--- src/sv/ddo_pkg.sv ---
// Shared types, constants and the arctangent table for the wheel odometry block.
// No dependencies; every other file depends on this package.
`timescale 1ns / 1ps
`default_nettype none

package ddo_pkg;

    localparam int CORDIC_STEPS_DEF = 24;
    localparam int TICK_BITS_DEF    = 32;

    localparam int WORD_W    = 32;
    localparam int CFG_IDX_W = 2;

    localparam logic [CFG_IDX_W-1:0] REG_METRES_PER_TICK  = 2'd0;
    localparam logic [CFG_IDX_W-1:0] REG_HEADING_PER_TICK = 2'd1;

    localparam logic [WORD_W-1:0] MPT_RESET = 32'd1104150;
    localparam logic [WORD_W-1:0] HPT_RESET = 32'd382050;

    // CORDIC datapath: Q2.30 values with headroom, binary-angle z
    localparam int                 CW          = 34;
    localparam int                 ATAN_IDX_W  = 5;
    localparam logic signed [CW-1:0] CORDIC_GAIN = 34'sd652032874;
    localparam logic [WORD_W-1:0]  QUARTER_TURN = 32'h4000_0000;

    // shared multiplier
    localparam int MUL_A_W = 33;
    localparam int MUL_B_W = 32;
    localparam int MUL_P_W = MUL_A_W + MUL_B_W;

    // distance, step magnitude and accumulator widths
    localparam int DIST_W      = 49;
    localparam int SCALE_SHIFT = 30;
    localparam int MAG_W       = 52;
    localparam int ACC_W       = 48;
    localparam int ACC_SUM_W   = 54;
    localparam logic signed [ACC_W-1:0] ACC_MAX = {1'b0, {(ACC_W-1){1'b1}}};
    localparam logic signed [ACC_W-1:0] ACC_MIN = {1'b1, {(ACC_W-1){1'b0}}};

    typedef struct packed {
        logic [WORD_W-1:0] right_ticks;
        logic [WORD_W-1:0] left_ticks;
    } t_in;

    typedef struct packed {
        logic signed [WORD_W-1:0] pos_x;
        logic signed [WORD_W-1:0] pos_y;
        logic [WORD_W-1:0]        heading;
    } t_out;

    // CORDIC status and result, held until the next rotation finishes
    typedef struct packed {
        logic              busy;
        logic [WORD_W-1:0] cos_mag;
        logic              cos_neg;
        logic [WORD_W-1:0] sin_mag;
        logic              sin_neg;
    } t_cordic_stat;

    typedef enum logic [3:0] {
        S_IDLE,
        S_DIST,
        S_HEAD,
        S_ANG,
        S_WAIT,
        S_XH,
        S_XL,
        S_YH,
        S_YL,
        S_YS,
        S_YA,
        S_DONE
    } t_state;

    typedef enum logic [1:0] {
        C_IDLE,
        C_ROT,
        C_FIN
    } t_cstate;

    typedef enum logic [2:0] {
        M_NONE,
        M_DIST,
        M_HEAD,
        M_XH,
        M_XL,
        M_YH,
        M_YL
    } t_mul_sel;

    // atan(2^-i) in binary-angle units, 2^32 = one turn
    function automatic logic [WORD_W-1:0] atan_lut(input logic [ATAN_IDX_W-1:0] idx);
        logic [WORD_W-1:0] v;
        begin
            case (idx)
                5'd0:  v = 32'd536870912;
                5'd1:  v = 32'd316933406;
                5'd2:  v = 32'd167458907;
                5'd3:  v = 32'd85004756;
                5'd4:  v = 32'd42667331;
                5'd5:  v = 32'd21354465;
                5'd6:  v = 32'd10679838;
                5'd7:  v = 32'd5340245;
                5'd8:  v = 32'd2670163;
                5'd9:  v = 32'd1335087;
                5'd10: v = 32'd667544;
                5'd11: v = 32'd333772;
                5'd12: v = 32'd166886;
                5'd13: v = 32'd83443;
                5'd14: v = 32'd41722;
                5'd15: v = 32'd20861;
                5'd16: v = 32'd10430;
                5'd17: v = 32'd5215;
                5'd18: v = 32'd2608;
                5'd19: v = 32'd1304;
                5'd20: v = 32'd652;
                5'd21: v = 32'd326;
                5'd22: v = 32'd163;
                5'd23: v = 32'd81;
                5'd24: v = 32'd41;
                5'd25: v = 32'd20;
                5'd26: v = 32'd10;
                5'd27: v = 32'd5;
                5'd28: v = 32'd3;
                5'd29: v = 32'd1;
                5'd30: v = 32'd1;
                default: v = 32'd0;
            endcase
            return v;
        end
    endfunction

endpackage

`default_nettype wire

--- src/sv/ddo_mul.sv ---
// Shared registered multiplier, 33 x 32 unsigned.
// Depends on ddo_pkg for widths.
`timescale 1ns / 1ps
`default_nettype none

module ddo_mul (
    input  logic                        i_clk,
    input  logic [ddo_pkg::MUL_A_W-1:0] i_a,
    input  logic [ddo_pkg::MUL_B_W-1:0] i_b,
    output logic [ddo_pkg::MUL_P_W-1:0] o_p
);
    import ddo_pkg::*;

    logic [MUL_P_W-1:0] r_p;

    always_ff @(posedge i_clk) begin
        r_p <= MUL_P_W'(i_a) * MUL_P_W'(i_b);
    end

    assign o_p = r_p;

endmodule

`default_nettype wire

--- config.mk ---
export PLATFORM = sky130hd
export DESIGN_NAME = ddo_mul
export DESIGN_NICKNAME = d
export VERILOG_FILES = /design/src/sv/ddo_pkg.sv /design/src/sv/ddo_mul.sv
export SDC_FILE = /design/constraint.sdc
export NUM_CORES = 2
export LEC_CHECK = 0
export ABC_AREA = 1
export BUFFER_PORTS_ARGS = -buffer_cell sky130_fd_sc_hd__buf_2
export CAP_MARGIN = 20
export CORE_MARGIN = 3
export CORE_UTILIZATION = 67
export DETAILED_ROUTE_END_ITERATION = 10
export GPL_TIMING_DRIVEN = 0
export PLACE_DENSITY = 0.82
export SLEW_MARGIN = 20
export SYNTH_ARGS = -nofsm -noshare
export SYNTH_HDL_FRONTEND = slang
export SYNTH_SLANG_ARGS = --single-unit
--- constraint.sdc ---
create_clock -name i_clk -period 9.5 [get_ports i_clk]
set_input_delay 0.95 -clock i_clk [delete_from_list [all_inputs] [get_ports i_clk]]
set_output_delay 0.95 -clock i_clk [all_outputs]
set_load 0.01 [all_outputs]
==> flow_metrics.env <==
export IMPL_worst_path_max_fanout=10
export IMPL_setup_viol=0
export IMPL_cts_setup_buffers=0
export IMPL_hpwlAfterDp_um=116000
export IMPL_synth_ff_type="dfxtp_1"
export IMPL_first_iter_violations=3669
export IMPL_grt_overflow=0
export IMPL_post_place_ws_ps=819
export IMPL_row_count=86
export IMPL_yosys_warnings=0
export IMPL_critPathRequiredTime_ps=9730
export IMPL_drive_above_1_share_pct=3.19
export IMPL_dr_total_vias=32600
export IMPL_holdPathStages=3
export IMPL_worst_slack_ps=862
export IMPL_io_buffers=98
export IMPL_ant_nets=0
export IMPL_globalplace_congestion=1.07
export IMPL_cts_root_buf="clkbuf_16"
export IMPL_synth_area_um2=38100
export IMPL_synth_seq_cells=65
export IMPL_synth_edf_count=0
export IMPL_area_growth_pct=4.58
export IMPL_clk_pin_slew_ps=60
export IMPL_grt_pass1_wl_um=200000
export IMPL_yosysTopAreaCell="fa_1"
export IMPL_tightestPinTransition_ps=1260
export IMPL_cp_slowest_cell="clkbuf_1"
export IMPL_avgSynthCellArea_um2=7.48
export IMPL_fillers=4801
export IMPL_critPathCaptureType="register"
export IMPL_antenna_found_initial=3
export IMPL_synth_common_cells="1,689 x inv_1, 1,607 x nand2_1, 926 x fa_1, 264 x ha_1, 226 x clkbuf_1"
export IMPL_cts_tree="built"
export IMPL_wire_per_inst_um=22.4
export IMPL_hold_viol=0
export IMPL_via_per_inst=5.47
export IMPL_htree_levels=3
export IMPL_final_nets=6460
export IMPL_maxSlewHeadroom_pct=15.7
export IMPL_crit_path_frequent_cell="fa_1"
export IMPL_grt_pass1_vias=32500
export IMPL_cts_resized=0
export IMPL_yosys_top_cells_area="fa_1 49%, inv_1 17%, nand2_1 16%"
export IMPL_clkSinkCount=65
export IMPL_cts_made_buffers=9
export IMPL_slowest_delay_ps=990
export IMPL_wl_um=133000
export IMPL_fmax_mhz=116
export IMPL_period_needed_ps=8640
export IMPL_worstHoldStart="i_b[0]"
export IMPL_synth_cell_types=27
export IMPL_dieArea_um2=59800
export IMPL_largest_register_ffs=65
export IMPL_status="finished, final reports clean"
export IMPL_core_um2=55700
export IMPL_fin_tns_setup_ps=0
export IMPL_hold_ws_ps=1060
export IMPL_cts_buffer_depth=2
export IMPL_io_pins=131
export IMPL_crit_arrival_ps=8870
export IMPL_ys_async_sr_fraction_pct=0
export IMPL_holdPathEnd="o_p[0]"
export IMPL_critPathKind="input port to register"
export IMPL_synth_top_area_share_pct=48.6
export IMPL_rsz0062_at_grt="false"
export IMPL_die_x_um=245
export IMPL_cts_hold_buf=0
export IMPL_grt_max_degree=12
export IMPL_initial_core_util_pct=68.4
export IMPL_syn_inst=5095
export IMPL_die_y_um=245
export IMPL_hp_class="input port to register"
export IMPL_drc=0
export IMPL_dr_pass1_iters=6
export IMPL_synth_net_count=6351
export IMPL_grt_use_total_pct=46.0
export IMPL_finalMaxSlewViolations=0
export IMPL_fin_crit_sh_pct=90.9
export IMPL_drv_cap=0
export IMPL_yosysMostFrequentCell="inv_1"
export IMPL_ys_seq_area_share_pct=3.41
export IMPL_start_kind="input port"
how the worst max path moves through the flow:
stage	startpoint	to	slack, ps
global placement	i_b[10]	o_p[58]	260
floorplan	i_b[8]	o_p[63]	2520
finish	i_b[19]	o_p[55]	860
detailed placement	i_b[8]	o_p[55]	820
global route	i_b[17]	o_p[52]	820
CTS	i_b[8]	o_p[55]	1160
routing by layer:
| metal | global-route usage, % | vias to the layer above | share of wire, % |
|---|---|---|---|
| li1 | - | 14100 | - |
| met5 | 0 | - | 0.0083 |
| met1 | 59.7 | 15900 | 35 |
| met2 | 66.9 | 2199 | 42 |
| met4 | 27.1 | 2 | 8.0 |
| met3 | 16.2 | 471 | 15 |
worst max-delay path: cells and delay by family:
kind	cells	cell delay [ps]
AO/OA/AOI/OAI	2	470
buffers and inverters	7	1970
adder cells (fa/ha/maj)	9	4660
AND/OR/NAND/NOR	7	790
stage by stage:
stage          util [%]  std cells  cell area (µm²)
2_1_floorplan         -       5095            38100
3_3_place_gp       70.9       5941            39500
3_5_place_dp       71.0       5941            39500
4_1_cts            71.5       5957            39900
5_1_grt            71.5       5957            39900
6_report           71.5       5959            39900
final cells by class:
cell class	instances	area, µm²	area share [%]
Clock buffer	12	256	0.643
Multi-Input combinational cell	3111	29600	74.3
Tap cell	748	936	2.35
Buffer	227	857	2.15
Antenna cell	2	5.00	0.0126
Clock inverter	4	51.3	0.129
Inverter	1692	6350	15.9
Sequential cell	65	1300	3.26
Timing Repair Buffer	98	490	1.23
logic make-up after synthesis:
logic type      after synthesis  synth area share [%]
xor+xnor                     36                 0.827
fa+ha+maj                  1190                  57.3
simple gates               1833                  18.8
flops                        65                  3.41
compound gates               52                 0.745
buf+inv                    1919                  18.9
placed cells by master, fill, tap and decap left out, types with 2 or more instances in the layout:
cell       Yosys  final
a21oi_1       41     41
buf_2          0     98
clkbuf_1     226    223
clkbuf_16      0      9
clkbuf_2       0      4
clkbuf_8       0      2
dfxtp_1       65     65
diode_2        0      2
fa_1         926    926
ha_1         264    264
inv_1       1689   1689
inv_2          2      2
nand2_1     1607   1607
nand2_2       19     19
nand3_1       56     56
nand3_2        5      5
nand4_1       13     13
nor2_1       101    101
nor2_2        13     13
nor2_4         2      2
nor3_1         8      8
nor3_2         6      6
o21ai_0        3      3
o21bai_1       7      7
xnor2_1        4      4
xor2_1        32     32
Power is not shown: default switching activity piles up to over one toggle a cycle in this logic, so the estimate is an artifact.
