[src/sv/ddo_pkg.sv]
// Shared types, constants and the arctangent table for the wheel odometry block.
// No dependencies; every other file depends on this package.
`timescale 1ns / 1ps
`default_nettype none

package ddo_pkg;

    localparam int CORDIC_STEPS_DEF = 24;
    localparam int TICK_BITS_DEF    = 32;

    localparam int WORD_W    = 32;
    localparam int CFG_IDX_W = 2;

    localparam logic [CFG_IDX_W-1:0] REG_METRES_PER_TICK  = 2'd0;
    localparam logic [CFG_IDX_W-1:0] REG_HEADING_PER_TICK = 2'd1;

    localparam logic [WORD_W-1:0] MPT_RESET = 32'd1104150;
    localparam logic [WORD_W-1:0] HPT_RESET = 32'd382050;

    // CORDIC datapath: Q2.30 values with headroom, binary-angle z
    localparam int                 CW          = 34;
    localparam int                 ATAN_IDX_W  = 5;
    localparam logic signed [CW-1:0] CORDIC_GAIN = 34'sd652032874;
    localparam logic [WORD_W-1:0]  QUARTER_TURN = 32'h4000_0000;

    // shared multiplier
    localparam int MUL_A_W = 33;
    localparam int MUL_B_W = 32;
    localparam int MUL_P_W = MUL_A_W + MUL_B_W;

    // distance, step magnitude and accumulator widths
    localparam int DIST_W      = 49;
    localparam int SCALE_SHIFT = 30;
    localparam int MAG_W       = 52;
    localparam int ACC_W       = 48;
    localparam int ACC_SUM_W   = 54;
    localparam logic signed [ACC_W-1:0] ACC_MAX = {1'b0, {(ACC_W-1){1'b1}}};
    localparam logic signed [ACC_W-1:0] ACC_MIN = {1'b1, {(ACC_W-1){1'b0}}};

    typedef struct packed {
        logic [WORD_W-1:0] right_ticks;
        logic [WORD_W-1:0] left_ticks;
    } t_in;

    typedef struct packed {
        logic signed [WORD_W-1:0] pos_x;
        logic signed [WORD_W-1:0] pos_y;
        logic [WORD_W-1:0]        heading;
    } t_out;

    // CORDIC status and result, held until the next rotation finishes
    typedef struct packed {
        logic              busy;
        logic [WORD_W-1:0] cos_mag;
        logic              cos_neg;
        logic [WORD_W-1:0] sin_mag;
        logic              sin_neg;
    } t_cordic_stat;

    typedef enum logic [3:0] {
        S_IDLE,
        S_DIST,
        S_HEAD,
        S_ANG,
        S_WAIT,
        S_XH,
        S_XL,
        S_YH,
        S_YL,
        S_YS,
        S_YA,
        S_DONE
    } t_state;

    typedef enum logic [1:0] {
        C_IDLE,
        C_ROT,
        C_FIN
    } t_cstate;

    typedef enum logic [2:0] {
        M_NONE,
        M_DIST,
        M_HEAD,
        M_XH,
        M_XL,
        M_YH,
        M_YL
    } t_mul_sel;

    // atan(2^-i) in binary-angle units, 2^32 = one turn
    function automatic logic [WORD_W-1:0] atan_lut(input logic [ATAN_IDX_W-1:0] idx);
        logic [WORD_W-1:0] v;
        begin
            case (idx)
                5'd0:  v = 32'd536870912;
                5'd1:  v = 32'd316933406;
                5'd2:  v = 32'd167458907;
                5'd3:  v = 32'd85004756;
                5'd4:  v = 32'd42667331;
                5'd5:  v = 32'd21354465;
                5'd6:  v = 32'd10679838;
                5'd7:  v = 32'd5340245;
                5'd8:  v = 32'd2670163;
                5'd9:  v = 32'd1335087;
                5'd10: v = 32'd667544;
                5'd11: v = 32'd333772;
                5'd12: v = 32'd166886;
                5'd13: v = 32'd83443;
                5'd14: v = 32'd41722;
                5'd15: v = 32'd20861;
                5'd16: v = 32'd10430;
                5'd17: v = 32'd5215;
                5'd18: v = 32'd2608;
                5'd19: v = 32'd1304;
                5'd20: v = 32'd652;
                5'd21: v = 32'd326;
                5'd22: v = 32'd163;
                5'd23: v = 32'd81;
                5'd24: v = 32'd41;
                5'd25: v = 32'd20;
                5'd26: v = 32'd10;
                5'd27: v = 32'd5;
                5'd28: v = 32'd3;
                5'd29: v = 32'd1;
                5'd30: v = 32'd1;
                default: v = 32'd0;
            endcase
            return v;
        end
    endfunction

endpackage

`default_nettype wire

[src/sv/ddo_cordic.sv]
// Iterative CORDIC rotation: one micro-rotation per cycle, result as magnitude and sign.
// Depends on ddo_pkg (gain, arctangent table, status struct, state enum).
`timescale 1ns / 1ps
`default_nettype none

module ddo_cordic #(
    parameter int STEPS = ddo_pkg::CORDIC_STEPS_DEF
) (
    input  logic                       i_clk,
    input  logic                       i_rst_n,
    input  logic                       i_start,
    input  logic [ddo_pkg::WORD_W-1:0] i_angle,
    output ddo_pkg::t_cordic_stat      o_stat
);
    import ddo_pkg::*;

    localparam int IW = $clog2(STEPS);

    t_cstate r_cstate, n_cstate;

    logic [IW-1:0]        r_i;
    logic signed [CW-1:0] r_x, r_y, r_z;
    logic                 r_flip;
    logic [WORD_W-1:0]    r_cos_mag, r_sin_mag;
    logic                 r_cos_neg, r_sin_neg;

    logic [WORD_W-1:0]    rot_q;
    logic                 flip_in;
    logic [WORD_W-1:0]    folded;
    logic signed [CW-1:0] xs, ys, at;
    logic signed [CW-1:0] x_abs, y_abs;
    logic                 last_step;

    // fold into [-1/4, 1/4) turn; adding half a turn is a flip of the top bit
    assign rot_q   = i_angle + QUARTER_TURN;
    assign flip_in = rot_q[WORD_W-1];
    assign folded  = i_angle ^ {flip_in, {(WORD_W-1){1'b0}}};

    assign xs = r_x >>> r_i;
    assign ys = r_y >>> r_i;
    assign at = $signed({{(CW-WORD_W){1'b0}}, atan_lut(ATAN_IDX_W'(r_i))});

    assign x_abs     = r_x[CW-1] ? -r_x : r_x;
    assign y_abs     = r_y[CW-1] ? -r_y : r_y;
    assign last_step = (r_i == IW'(STEPS - 1));

    always_comb begin
        n_cstate = r_cstate;
        unique case (r_cstate)
            C_IDLE: begin
                if (i_start) begin
                    n_cstate = C_ROT;
                end
            end
            C_ROT: begin
                if (last_step) begin
                    n_cstate = C_FIN;
                end
            end
            C_FIN: begin
                n_cstate = C_IDLE;
            end
            default: begin
                n_cstate = C_IDLE;
            end
        endcase
    end

    always_comb begin
        o_stat.busy    = (r_cstate != C_IDLE);
        o_stat.cos_mag = r_cos_mag;
        o_stat.cos_neg = r_cos_neg;
        o_stat.sin_mag = r_sin_mag;
        o_stat.sin_neg = r_sin_neg;
    end

    always_ff @(posedge i_clk) begin
        if (!i_rst_n) begin
            r_cstate <= C_IDLE;
        end else begin
            r_cstate <= n_cstate;
        end
    end

    always_ff @(posedge i_clk) begin
        case (r_cstate)
            C_IDLE: begin
                if (i_start) begin
                    r_x    <= CORDIC_GAIN;
                    r_y    <= '0;
                    r_z    <= CW'($signed(folded));
                    r_flip <= flip_in;
                    r_i    <= '0;
                end
            end
            C_ROT: begin
                if (!r_z[CW-1]) begin
                    r_x <= r_x - ys;
                    r_y <= r_y + xs;
                    r_z <= r_z - at;
                end else begin
                    r_x <= r_x + ys;
                    r_y <= r_y - xs;
                    r_z <= r_z + at;
                end
                r_i <= r_i + 1'b1;
            end
            C_FIN: begin
                r_cos_mag <= x_abs[WORD_W-1:0];
                r_sin_mag <= y_abs[WORD_W-1:0];
                r_cos_neg <= r_flip ^ r_x[CW-1];
                r_sin_neg <= r_flip ^ r_y[CW-1];
            end
            default: ;
        endcase
    end

endmodule

`default_nettype wire

[config.mk]
export PLATFORM = sky130hd
export DESIGN_NAME = ddo_cordic
export DESIGN_NICKNAME = d
export VERILOG_FILES = /design/src/sv/ddo_pkg.sv /design/src/sv/ddo_cordic.sv
export SDC_FILE = /design/constraint.sdc
export NUM_CORES = 1
export LEC_CHECK = 0
export ABC_CLOCK_PERIOD_IN_PS = 7110
export BUFFER_PORTS_ARGS = -buffer_cell sky130_fd_sc_hd__buf_2
export CAP_MARGIN = 20
export CORE_ASPECT_RATIO = 0.6
export CORE_MARGIN = 2
export CORE_UTILIZATION = 35
export CTS_CLUSTER_DIAMETER = 40
export CTS_CLUSTER_SIZE = 20
export DETAILED_ROUTE_END_ITERATION = 12
export GPL_TIMING_DRIVEN = 1
export REMOVE_ABC_BUFFERS = 1
export SLEW_MARGIN = 20
export SYNTH_ARGS = -nofsm -noshare
export SYNTH_HDL_FRONTEND = slang
export SYNTH_SLANG_ARGS = --single-unit
[constraint.sdc]
create_clock -name i_clk -period 7.11 [get_ports i_clk]
set_input_delay 0.711 -clock i_clk [delete_from_list [all_inputs] [get_ports i_clk]]
set_output_delay 0.711 -clock i_clk [all_outputs]
set_load 0.005 [all_outputs]
==> results of run 1 <==
## power by group
group	internal [uW]	leakage, uW	switching (uW)
clock	1020	0.000586	727
combinational	2930	0.00616	4100
sequential	1760	0.00192	661
total	5710	0.00867	5490
## through the flow
stage | instance area, sq um | total power, uW
after floorplan | 19500 | 7320
after global placement | 21500 | 9130
after global routing | 22700 | 12000
after CTS | 22700 | 11000
after detailed placement | 21500 | 9190
final | 22700 | 11200
## area by class of cell
class	instances	area, sq um
Fill cell	5674	34500
Multi-Input combinational cell	1847	13500
Sequential cell	206	5870
Timing Repair Buffer	159	997
Tap cell	770	963
Clock buffer	40	936
Clock inverter	25	263
Inverter	50	190
## synth_stat cells, types with 47 or more instances
master	count	area share [%]
a21oi_1	162	4.0
clkbuf_1	77	1.4
edfxtp_1	174	26
ha_1	112	7.0
inv_1	47	0.88
mux2_2	47	2.6
mux2i_1	61	3.0
mux4_2	61	6.8
nand2_1	197	3.7
nor2_1	212	3.9
nor3_1	53	1.3
o21ai_0	139	3.5
xnor2_1	137	6.0
xor2_1	98	4.3
## cells by family (layout without fill, tap and decap cells)
logic type,Yosys count,in the layout,synth area share [%]
AND/OR/NAND/NOR,678,678,16.1
AO/OA/AOI/OAI,649,649,20.8
XOR/XNOR,235,235,10.2
flip-flops,206,206,29.1
buffers and inverters,185,274,4.00
multiplexers,170,170,12.5
adder cells (fa/ha/maj),115,115,7.25
## per-layer routing
metal | GRT usage, % | vias to the layer above
li1 | - | 8598
met1 | 37.9 | 9184
met2 | 31.0 | 977
met3 | 8.80 | 82
met4 | 5.19 | 0
met5 | 0 | -
## state kept, by name, indices dropped and copies added (netlist names)
register and count:
r_cstate 2, r_z 34, at 30, r_i 5, r_x 34, r_sin_neg 1, r_cos_neg 1, r_sin_mag 32
r_cos_mag 32, r_flip 1, r_y 34
## critical path: stages (launching register included)
cell       delay [ps]
edfxtp_1          690
clkbuf_8          320
or4b_1            520
o21ai_0           170
o32ai_1           140
a211oi_1          650
nand3_1           290
nor4_2            460
and2_1            250
a21oi_1            90
xor2_1            160
ha_1              370
a21o_1            230
a211o_1           310
a2111oi_0         440
nand4_1           230
nand3_1           160
a31oi_1           140
a21o_1            230
a311oi_1          290
nor4b_1            80
## layout by cell type, fill, tap and decap left out, drive strengths merged, types with 27 or more instances in the layout
cell	instances
nor2	213
nand2	197
edfxtp	174
a21oi	162
buf	158
o21ai	142
xnor2	137
ha	112
xor2	98
mux4	61
mux2i	61
inv	58
nor3	55
mux2	48
a31oi	41
clkbuf	41
a21o	40
dfxtp	32
nand3	28
o21a	27
## worst min-delay path by stage
stage                               to  depth (start not counted)     from
final                      r_cstate[0]                          2  i_rst_n
after global routing       r_cstate[0]                          2  i_rst_n
after CTS                  r_cstate[0]                          2  i_rst_n
after detailed placement  r_sin_mag[0]                          0   r_y[0]
after global placement    r_sin_mag[0]                          0   r_y[0]
after floorplan           r_sin_mag[0]                          0   r_y[0]
## repair_timing
action / 4_1_cts / 5_1_grt
gates resized for setup: 0 / 0
setup buffers: 0 / 1
endpoints found under the setup margin: 0 / 1
==> flow_summary.toml, run 1 <==
[status]
status = "finished clean"

[synth]
synthArstFlopShare_pct = 0
yosysWarnings = 0
synth_flop_cell = "edfxtp_1"
avgSynthCellArea_sq_um = 9.01
ys_ff_latch = 206
synthDistinctLibCells = 88
synth_cells = 2238
synth_edf_count = 174
synth_area_sq_um = 20200
synth.yosys.seq_area_share_pct = 29.1

[setup_path]
r2r-end = "r_y[30]"
rr_worst_depth = 20
crit_type = "register to register"
cp.required_ps = 7380
rr_startpoint = "r_i[1]"
crit_path_max_fanout = 12
critPathLaunchType = "register"
worstSetupEndpointType = "register"
reg2reg_setup_slack_ps = 620
crit_end = "r_y[30]"
arrival_ps = 6760
crit_path_start = "r_i[1]"

[detailed_routing]
vias = 18800
wl_met2_um = 27900
routed_via_density = 6.08
wl_um = 74200
postRouteAntennaNets = 0
drtIter0Drc = 2364
dr.pass1.iters = 6
drc = 0
wl_per_cell_um = 24.0
met3_length_um = 9030
wl_met1_um = 36100
top_layer = "met4"

[power_and_ir_drop]
p_leak_uw = 0.00867
vdd_ir_drop_max_mv = 0.297
powerDensity_nw_per_um2 = 493

[grt]
track_usage_pct = 24.3
grt_pass1_vias = 17300
antenna_found_initial = 1
grt_first_pass_wirelength_um = 111000
grt.overflow.total = 0
grt_start_max_net_pins = 97

[clock_tree]
cts_buffer_depth = 3
h-tree-depth = 2
cts_made_buffers = 36
clock_sinks = 206
cts.clk_slew.worst_paths_ps = 50
cts_tree = "yes"
cts-root-buf = "clkbuf_16"
postCtsHoldBufs = 0
clk_latency_ps = 570

[placed_design]
dp_hpwl_um = 56300
gp_congestion = 1.01
placedCellCount = 3031
port_buffers = 101
post-place-ws_ps = 654

[worst_hold_path]
hp-class = "input pin to register"

[sta]
worst_pin_slew_ps = 1220
period_needed_ps = 6490
worst_slack_ps = 625
post-route-period-util_pct = 91.2
setup_viol = 0
hold_slack_ps = 379
max_freq_mhz = 154
fin_setup_tns_ps = 0
slew_headroom_pct = 18.3
final.setup_skew_ps = 32.2
rsz0062_at_grt = "false"
slew_violations = 0
finalHoldViolCount = 0

[layout]
antennaDiodeCount = 0
drive_gt1_share_pct = 15.5
syn2layout_area_growth_pct = 12.7
final_nets = 2450
utilization_pct = 39.7
stdcell_count = 3097

[floorplan]
start_util_pct = 35.3
dieWidth_um = 314
rows = 68
die_area_sq_um = 59600
core_area_sq_um = 57200
die-height_um = 190
io_pins = 102

[flow_run]
drv_cap = 0
Note: power is estimated with default switching activity, not from simulation.
==> run 2: changes to the inputs <==
- RECOVER_POWER: not set -> 50
==> run 2 against run 1 <==
The flow now finishes with violations (capacitance limit, slew limit). Total power about the same. Clock-buffer cell count unchanged. Setup slack got worse by 140 ps. Combinational power about the same. Sequential cell count unchanged. Via count about the same. Critical path type unchanged. Final area decreased by 0.22%. Non-clock buffer count unchanged. Largest cell class unchanged. Die area unchanged. Sequential power about the same. First-iteration DRC count decreased by 2.2%. Register-to-register slack got worse by 140 ps.
==> flow_summary.toml, run 2 (same netlist as run 1, synthesis figures left out) <==
[layout]
final_cell_area_sq_um = 22700
drive_gt1_share_pct = 14.2
largest_registers = "r_x (34), r_y (34), r_z (34)"
layout.cells.most_common = "nor2_1"
final_nets = 2450
layout_common_cells = "nor2_1 (212), nand2_1 (197), edfxtp_1 (174)"
syn2layout_area_growth_pct = 12.4

[clock_tree]
clk_latency_ps = 570
cts.repair.resized = 0
cts.clk_slew.worst_paths_ps = 50
cts_made_buffers = 36
h-tree-depth = 2
clock_sinks = 206
cts_tree = "yes"
cts_buffer_depth = 3
cts-root-buf = "clkbuf_16"
postCtsHoldBufs = 0

[status]
violations = "capacitance limit, slew limit"
status = "complete, but fails checks"

[flow_run]
drv_cap = 4

[sta]
worst_pin_slew_ps = 4050
rsz0062_at_grt = "false"
slew_headroom_pct = -170
setup_viol = 0
period_needed_ps = 6630
final.setup_skew_ps = 31.8
finalHoldViolCount = 0
slew_violations = 204
post-route-period-util_pct = 93.2
max_freq_mhz = 151
worst_slack_ps = 483

[grt]
grt_pass1_vias = 17300
track_usage_pct = 24.3
grt_start_max_net_pins = 97
grt_first_pass_wirelength_um = 111000
antenna_found_initial = 1
grt.overflow.total = 0

[detailed_routing]
postRouteAntennaNets = 0
wl_per_cell_um = 24.0
drc = 0
wl_um = 74200
vias = 18800
routed_via_density = 6.08
drtIter0Drc = 2311
dr.pass1.iters = 6

[power_and_ir_drop]
powerDensity_nw_per_um2 = 494
p_leak_uw = 0.00858
p_seq_share_pct = 21.6
vdd_ir_drop_max_mv = 0.298
clockPowerShare_pct = 15.6
pwr-share-comb_pct = 62.8
p_sw_uw = 5490
intPower_uw = 5720
swShare_pct = 49.0

[floorplan]
rows = 68
io_pins = 102
start_util_pct = 35.3
core_area_sq_um = 57200
die-height_um = 190
dieWidth_um = 314
die_area_sq_um = 59600

[placed_design]
port_buffers = 101
dp_hpwl_um = 56300
gp_congestion = 1.01
placed_area_sq_um = 21500
post-place-ws_ps = 654

[setup_path]
critPathLaunchType = "register"
worstSetupEndpointType = "register"
crit_path_max_fanout = 42
crit_type = "register to register"
arrival_ps = 6900
cp_cell_sequence = "buf_12 > clkinv_1 > clkbuf_1 > nor2_1 > a211oi_1 > nand4_1 > nor2_2 > and2_1 > a21oi_1 > xor2_1 > ha_1 > a21o_1 > a211o_1 > a2111oi_0 > nand4_1 > nand3_1 > a31oi_1 > a21o_1 > a311oi_1 > nor4b_1"
crit_slowest_cell = "clkbuf_1"
cp.required_ps = 7380
cpPeakStageDelay_ps = 860

[worst_hold_path]
hp-class = "input pin to register"
## run 2: area by class of cell
cell class | instances | area, sq um
Timing Repair Buffer | 159 | 951
Multi-Input combinational cell | 1847 | 13500
Clock inverter | 25 | 263
Clock buffer | 40 | 936
Antenna cell | 1 | 2.50
Fill cell | 5697 | 34500
Inverter | 50 | 189
Tap cell | 770 | 963
Sequential cell | 206 | 5870
## run 2: metal layers
metal	part of all wire, %	track usage [%]
met5	0	0
met4	1.8	5.19
met3	12	8.80
met2	37	31.0
met1	49	37.9
## run 2: per-stage QoR
stage	cells	hold WS [ps]	util, %	setup TNS [ps]	power [uW]
2_1_floorplan	2103	469	-	-25600	7320
3_3_place_gp	3031	523	37.6	0	9130
3_5_place_dp	3031	546	37.6	0	9190
4_1_cts	3096	356	39.7	0	11000
5_1_grt	3097	371	39.6	0	12000
6_report	3098	378	39.7	0	11200
## run 2: timing repair
item                                   CTS  global route
setup endpoints to repair                0             1
endpoints found under the hold margin    0             0
setup buffers                            0             1
## run 2: path summary, 6_finish.rpt
check	startpoint	end	slack, ps	cells past startpoint
hold / removal	i_rst_n	r_cstate[0]	380	2
hold reg to reg	r_y[0]	r_sin_mag[0]	550	0
setup / recovery	r_i[4]	r_y[30]	480	20
setup reg to reg	r_i[4]	r_y[30]	480	20
## run 2: critical path, delay by kind of cell (launching register included)
kind	cells	cell delay [ps]
AND/OR/NAND/NOR	7	1610
XOR/XNOR	1	160
adder cells (fa/ha/maj)	1	370
AO/OA/AOI/OAI	8	2460
flip-flops	1	430
buffers and inverters	3	1270
## run 2: power groups by stage
stage / clock, uW / combinational, uW / sequential (uW)
after floorplan: 0 / 5150 / 2170
after global placement: 0 / 6750 / 2390
after detailed placement: 0 / 6800 / 2400
after CTS: 1800 / 6870 / 2380
after global routing: 1840 / 7690 / 2440
final: 1750 / 7040 / 2420
